### src/mmc_pkg.sv
// Shared definitions for the multi-mode checksum engine: mode codes,
// register indexes, CRC polynomials and initial values.
// No dependencies.
`default_nettype none

package mmc_pkg;

    // Field and register widths
    localparam int DATA_W = 8;
    localparam int ACC_W  = 32;
    localparam int MODE_W = 3;
    localparam int LEN_W  = 3;
    localparam int IDX_W  = 2;
    localparam int CFG_W  = 3;

    // Checksum mode codes
    localparam logic [MODE_W-1:0] MODE_NONE  = 3'd0;
    localparam logic [MODE_W-1:0] MODE_SUM8  = 3'd1;
    localparam logic [MODE_W-1:0] MODE_XOR8  = 3'd2;
    localparam logic [MODE_W-1:0] MODE_CRC8  = 3'd3;
    localparam logic [MODE_W-1:0] MODE_CRC16 = 3'd4;
    localparam logic [MODE_W-1:0] MODE_CRC32 = 3'd5;

    // Configuration register indexes
    localparam logic [IDX_W-1:0] REG_MODE = 2'd0;
    localparam logic [IDX_W-1:0] REG_LEN  = 2'd1;

    // Result length codes
    localparam logic [LEN_W-1:0] LEN_ONE   = 3'd1;
    localparam logic [LEN_W-1:0] LEN_TWO   = 3'd2;
    localparam logic [LEN_W-1:0] LEN_THREE = 3'd3;

    // Polynomials and seeds
    localparam logic [7:0]       POLY_CRC8  = 8'h07;
    localparam logic [15:0]      POLY_CRC16 = 16'hA001;
    localparam logic [ACC_W-1:0] POLY_CRC32 = 32'hEDB8_8320;
    localparam logic [ACC_W-1:0] INIT_CRC16 = 32'h0000_FFFF;
    localparam logic [ACC_W-1:0] INIT_CRC32 = 32'hFFFF_FFFF;

    // Seed of the accumulator for a given mode
    function automatic logic [ACC_W-1:0] mode_initial(input logic [MODE_W-1:0] mode);
        logic [ACC_W-1:0] init;
        case (mode)
            MODE_CRC16: init = INIT_CRC16;
            MODE_CRC32: init = INIT_CRC32;
            default:    init = '0;
        endcase
        return init;
    endfunction

endpackage

`default_nettype wire

### src/mmc_fold.sv
// Combinational fold of one message byte into the running accumulator,
// plus the finished, length-masked checksum for a last byte.
// Depends on mmc_pkg.
`default_nettype none

module mmc_fold (
    input  wire logic [mmc_pkg::ACC_W-1:0]  i_acc,
    input  wire logic [mmc_pkg::MODE_W-1:0] i_mode,
    input  wire logic [mmc_pkg::LEN_W-1:0]  i_len,
    input  wire logic [mmc_pkg::DATA_W-1:0] i_byte,
    output logic      [mmc_pkg::ACC_W-1:0]  o_acc_next,
    output logic      [mmc_pkg::ACC_W-1:0]  o_checksum
);
    import mmc_pkg::*;

    logic [7:0]       crc8;
    logic [15:0]      crc16;
    logic [ACC_W-1:0] crc32;
    logic [ACC_W-1:0] raw;
    logic [ACC_W-1:0] len_mask;

    // Unroll the eight bit steps of each CRC
    always_comb begin
        crc8  = i_acc[7:0] ^ i_byte;
        crc16 = i_acc[15:0] ^ {8'h00, i_byte};
        crc32 = i_acc ^ {{(ACC_W-DATA_W){1'b0}}, i_byte};
        for (int i = 0; i < DATA_W; i++) begin
            crc8  = crc8[7] ? ({crc8[6:0], 1'b0} ^ POLY_CRC8) : {crc8[6:0], 1'b0};
            crc16 = crc16[0] ? ({1'b0, crc16[15:1]} ^ POLY_CRC16) : {1'b0, crc16[15:1]};
            crc32 = crc32[0] ? ({1'b0, crc32[ACC_W-1:1]} ^ POLY_CRC32)
                             : {1'b0, crc32[ACC_W-1:1]};
        end
    end

    // Select the next accumulator by mode; unused codes hold zero
    always_comb begin
        case (i_mode)
            MODE_SUM8:  o_acc_next = {24'h0, i_acc[7:0] + i_byte};
            MODE_XOR8:  o_acc_next = {24'h0, i_acc[7:0] ^ i_byte};
            MODE_CRC8:  o_acc_next = {24'h0, crc8};
            MODE_CRC16: o_acc_next = {16'h0, crc16};
            MODE_CRC32: o_acc_next = crc32;
            default:    o_acc_next = '0;
        endcase
    end

    // Finish the checksum from the updated accumulator
    always_comb begin
        case (i_mode)
            MODE_SUM8, MODE_XOR8, MODE_CRC8: raw = {24'h0, o_acc_next[7:0]};
            MODE_CRC16: raw = {16'h0, o_acc_next[15:0]};
            MODE_CRC32: raw = ~o_acc_next;
            default:    raw = '0;
        endcase
    end

    // Keep only the configured number of bytes; zero acts as one
    always_comb begin
        case (i_len)
            3'd0, LEN_ONE: len_mask = 32'h0000_00FF;
            LEN_TWO:       len_mask = 32'h0000_FFFF;
            LEN_THREE:     len_mask = 32'h00FF_FFFF;
            default:       len_mask = 32'hFFFF_FFFF;
        endcase
    end

    assign o_checksum = raw & len_mask;

endmodule

`default_nettype wire

### src/multi_mode_checksum.sv
// Top level of the multi-mode checksum engine: input register, running
// accumulator, result register and configuration registers.
// Depends on mmc_pkg and mmc_fold.
//
//   Channel   Direction  Payload
//   s_axis    in         tdata[7:0] data_byte, tlast last_byte
//   m_axis    out        tdata[31:0] checksum_value (one item per last byte)
//   cfg       in         index 0 checksum_mode, index 1 result_length
//
// One byte per cycle; bytes and results are registered. The byte fold is one
// combinational pass between the input register and the accumulator.
// Reset (synchronous, active low) sets mode none, length one, accumulator 0.
// A last byte waits in the input register while the result register is full
// and not taken; other bytes pass regardless of the output side.
`default_nettype none

module multi_mode_checksum (
    input  wire logic                        i_clk,
    input  wire logic                        i_rst_n,
    // Input stream
    input  wire logic                        i_s_axis_tvalid,
    output logic                             o_s_axis_tready,
    input  wire logic [mmc_pkg::DATA_W-1:0]  i_s_axis_tdata,   // [7:0] data_byte
    input  wire logic                        i_s_axis_tlast,   // last_byte
    // Result stream
    output logic                             o_m_axis_tvalid,
    input  wire logic                        i_m_axis_tready,
    output logic      [mmc_pkg::ACC_W-1:0]   o_m_axis_tdata,   // [31:0] checksum_value
    // Configuration writes
    input  wire logic                        i_cfg_we,
    input  wire logic [mmc_pkg::IDX_W-1:0]   i_cfg_index,
    input  wire logic [mmc_pkg::CFG_W-1:0]   i_cfg_wdata
);
    import mmc_pkg::*;

    logic                r_in_valid;
    logic [DATA_W-1:0]   r_in_byte;
    logic                r_in_last;
    logic [ACC_W-1:0]    r_acc;
    logic [MODE_W-1:0]   r_mode;
    logic [LEN_W-1:0]    r_len;
    logic                r_out_valid;
    logic [ACC_W-1:0]    r_out_data;
    logic [ACC_W-1:0]    n_acc;
    logic [ACC_W-1:0]    checksum;
    logic                out_free;
    logic                fire;

    mmc_fold u_fold (
        .i_acc      (r_acc),
        .i_mode     (r_mode),
        .i_len      (r_len),
        .i_byte     (r_in_byte),
        .o_acc_next (n_acc),
        .o_checksum (checksum)
    );

    // Process the held item unless it needs a result slot that is taken
    assign out_free        = !r_out_valid || i_m_axis_tready;
    assign fire            = r_in_valid && (!r_in_last || out_free);
    assign o_s_axis_tready = !r_in_valid || fire;
    assign o_m_axis_tvalid = r_out_valid;
    assign o_m_axis_tdata  = r_out_data;

    // Load the input register
    always_ff @(posedge i_clk) begin
        if (!i_rst_n) begin
            r_in_valid <= 1'b0;
        end else if (o_s_axis_tready) begin
            r_in_valid <= i_s_axis_tvalid;
        end
        if (o_s_axis_tready && i_s_axis_tvalid) begin
            r_in_byte <= i_s_axis_tdata;
            r_in_last <= i_s_axis_tlast;
        end
    end

    // Update configuration and accumulator; a mode write reseeds
    always_ff @(posedge i_clk) begin
        if (!i_rst_n) begin
            r_mode <= MODE_NONE;
            r_len  <= LEN_ONE;
            r_acc  <= '0;
        end else if (i_cfg_we && i_cfg_index == REG_MODE) begin
            r_mode <= i_cfg_wdata;
            r_acc  <= mode_initial(i_cfg_wdata);
        end else begin
            if (i_cfg_we && i_cfg_index == REG_LEN) begin
                r_len <= i_cfg_wdata;
            end
            if (fire) begin
                r_acc <= r_in_last ? mode_initial(r_mode) : n_acc;
            end
        end
    end

    // Hold the result until taken
    always_ff @(posedge i_clk) begin
        if (!i_rst_n) begin
            r_out_valid <= 1'b0;
        end else if (fire && r_in_last) begin
            r_out_valid <= 1'b1;
        end else if (i_m_axis_tready) begin
            r_out_valid <= 1'b0;
        end
        if (fire && r_in_last) begin
            r_out_data <= checksum;
        end
    end

endmodule

`default_nettype wire
### config.mk
export PLATFORM = sky130hd
export DESIGN_NAME = multi_mode_checksum
export DESIGN_NICKNAME = d
export VERILOG_FILES = /design/src/mmc_pkg.sv /design/src/mmc_fold.sv /design/src/multi_mode_checksum.sv
export SDC_FILE = /design/constraint.sdc
export NUM_CORES = 1
export LEC_CHECK = 0
export ABC_AREA = 1
export CORE_MARGIN = 2
export CORE_UTILIZATION = 64
export CTS_CLUSTER_SIZE = 12
export DETAILED_ROUTE_END_ITERATION = 10
export DONT_BUFFER_PORTS = 1
export GPL_ROUTABILITY_DRIVEN = 0
export HOLD_SLACK_MARGIN = 0.05
export PLACE_DENSITY = 0.85
export SLEW_MARGIN = 10
export SYNTH_ARGS = -nofsm -noshare
export SYNTH_HDL_FRONTEND = slang
export SYNTH_SLANG_ARGS = --single-unit
### constraint.sdc
create_clock -name i_clk -period 2.69 [get_ports i_clk]
set_input_delay 0.538 -clock i_clk [delete_from_list [all_inputs] [get_ports i_clk]]
set_output_delay 0.538 -clock i_clk [all_outputs]
set_load 0.01 [all_outputs]
==> results.json <==
{
  "synth_nets": 644,
  "status": "finished, final reports clean",
  "die_h_microns": 91.9,
  "syn_avg_cell_area_sq_um": 8.08,
  "synth_top_area_cell": "edfxtp_1",
  "slew_headroom": 0.644,
  "ios": 53,
  "cp.required_ns": 2.83,
  "grt_setup_unrepaired": "false",
  "num_rows": 32,
  "via_per_inst": 6.09,
  "switching_share": 0.362,
  "worstSetupStartpointType": "flip-flop",
  "vias": 4342,
  "die_w_microns": 91.9,
  "final_util": 0.680,
  "antenna_found_initial": 0,
  "root_buffer": "clkbuf_8",
  "p_sw_uw": 1150,
  "dpl.hpwl_mm": 9.13,
  "synth.area.top_cells": "edfxtp_1 (25%), dfxtp_1 (16%), nand2_1 (7.9%)",
  "ir_drop_mv": 0.361,
  "clk_latency_ns": 0.37,
  "antennaDiodeCount": 0,
  "p_leak_uw": 0.00214,
  "fin_nets": 638,
  "synth_area_sq_um": 4940,
  "synthFlopType": "edfxtp_1",
  "clock-sinks": 81,
  "die-area_sq_um": 8450,
  "drt_iter0_markers": 420,
  "cts_resized": 0,
  "synth_top_area_share": 0.249,
  "pwr-share-seq": 0.446,
  "routedWlPerCell_microns": 17.8,
  "ant_nets": 0,
  "drc": 0,
  "grt_overflow": 0,
  "path_class": "flip-flop to flip-flop",
  "h-tree-depth": 3,
  "path_clk_slew_ns": 0.09,
  "synth-seq-cells": 81,
  "finalHoldViolCount": 0,
  "fin_skew_ns": 0.00811,
  "numCtsBuffers": 9,
  "area_growth_pct": 4.66,
  "max_freq_mhz": 406,
  "end_kind": "flip-flop",
  "cts_hold_buf": 0,
  "synth_edf_count": 41,
  "tns_ns": 0,
  "port_buffers": 0,
  "combPwrFrac": 0.295,
  "routed_wl_mm": 12.7,
  "synth.most_common_cell": "nand2_1",
  "worstMarginPinSlew_ns": 0.534,
  "drive_gt1_frac": 0.103,
  "ys_types": 46,
  "cts_buffer_depth": 2,
  "ys_seq_area_frac": 0.411,
  "fp.coreArea_sq_um": 7610,
  "clock_power_share": 0.259,
  "async_flop_share": 0,
  "ys_top_cells_by_count": "nand2_1 (104), o21ai_0 (74), a21oi_1 (68)",
  "drv_cap": 0,
  "post-route-period-util": 0.915,
  "p_int_uw": 2020,
  "setup_viol": 0,
  "worstPathMaxFanout": 7,
  "grt_pass1_wl_mm": 20.3,
  "synth_cells": 612,
  "dr.pass1.iters": 6,
  "min_path_type": "input pin to flip-flop",
  "postCtsSetupBuffers": 0,
  "min_period_ns": 2.46,
  "power_uw": 3170,
  "cts_tree": "done",
  "powerDensity_nw_per_um2": 613,
  "fillCellCount": 601,
  "arrival_ns": 2.60,
  "ys_warn_count": 0,
  "start_util": 0.650,
  "finalMaxSlewViolations": 0,
  "grt_pass1_vias": 4061,
  "grt_max_degree": 34,
  "grt_use_total": 0.309
}
## metrics by stage
step / hold slack, ns / setup WS, ns / cell area [sq um] / instances
3_3_place_gp: 0.457 / 0.401 / 5000 / 697
6_report: 0.259 / 0.229 / 5170 / 713
2_1_floorplan: 0.442 / 0.589 / 4940 / 612
4_1_cts: 0.250 / 0.287 / 5170 / 713
3_5_place_dp: 0.477 / 0.307 / 5000 / 697
5_1_grt: 0.251 / 0.0518 / 5170 / 713
## worst max-delay path: stages (launching register included)
cell and delay (ns):
edfxtp_1 0.38, ha_1 0.45, buf_4 0.23, nand2_1 0.07, nand2_1 0.11, nand3_1 0.10, nand3_1 0.14, o221ai_1 0.13
nor3b_1 0.39, nand2_1 0.10, nand2_1 0.10, inv_1 0.04
## cells by family after synthesis
logic type / share of synthesized area
AO/OA/AOI/OAI: 0.185
XOR/XNOR: 0.115
adder cells (fa/ha/maj): 0.0344
buffers and inverters: 0.0795
flip-flops: 0.411
AND/OR/NAND/NOR: 0.176
## worst paths after layout
check | to | start | slack, ns | cells after the start
worst max-delay path | o_m_axis_tdata[3] | r_in_byte[2] | 0.23 | 11
worst min-delay path | r_in_byte[2] | i_s_axis_tdata[2] | 0.26 | 0
worst max register to register | o_m_axis_tdata[3] | r_in_byte[2] | 0.23 | 11
worst min register to register | r_len[0] | r_len[0] | 0.50 | 2
## routing by layer
| layer | global-route usage | wire (microns) |
|---|---|---|
| met5 | 0 | 0 |
| met4 | 0.175 | 581 |
| met3 | 0.0666 | 1110 |
| met2 | 0.493 | 5930 |
| met1 | 0.391 | 5090 |
## flip-flops by register name, indices dropped and copies added (netlist names)
| signal | count |
|---|---|
| o_m_axis_tvalid | 1 |
| r_len | 3 |
| r_in_valid | 1 |
| r_in_last | 1 |
| r_acc | 32 |
| r_mode | 3 |
| o_m_axis_tdata | 32 |
| r_in_byte | 8 |
## layout make-up
cell class	instances	area (sq um)	area share
inverter	61	234	0.0452
sequential	81	2030	0.393
clock inverter	7	55.1	0.0106
tap	102	128	0.0247
timing repair buffer	11	82.6	0.0160
multi-input combinational	442	2520	0.487
clock buffer	9	124	0.0239
## cell usage in the layout (no fill, tap or decap), types with 8 or more instances in the layout
cell type  count
nand2_1      104
o21ai_0       74
a21oi_1       68
inv_1         52
nor2_1        48
edfxtp_1      41
dfxtp_1       40
xor2_1        36
xnor2_1       22
nand3_1       19
ha_1          12
buf_4         11
clkbuf_8       9
inv_2          8
nand2_2        8
## power groups by stage
stage | Clock (uW) | Combinational, uW | Sequential (uW)
6_report | 822 | 934 | 1410
2_1_floorplan | 0 | 733 | 1430
3_5_place_dp | 0 | 904 | 1440
5_1_grt | 872 | 1020 | 1420
3_3_place_gp | 0 | 881 | 1440
4_1_cts | 830 | 908 | 1410
Note: power is estimated with default switching activity, not from simulation.
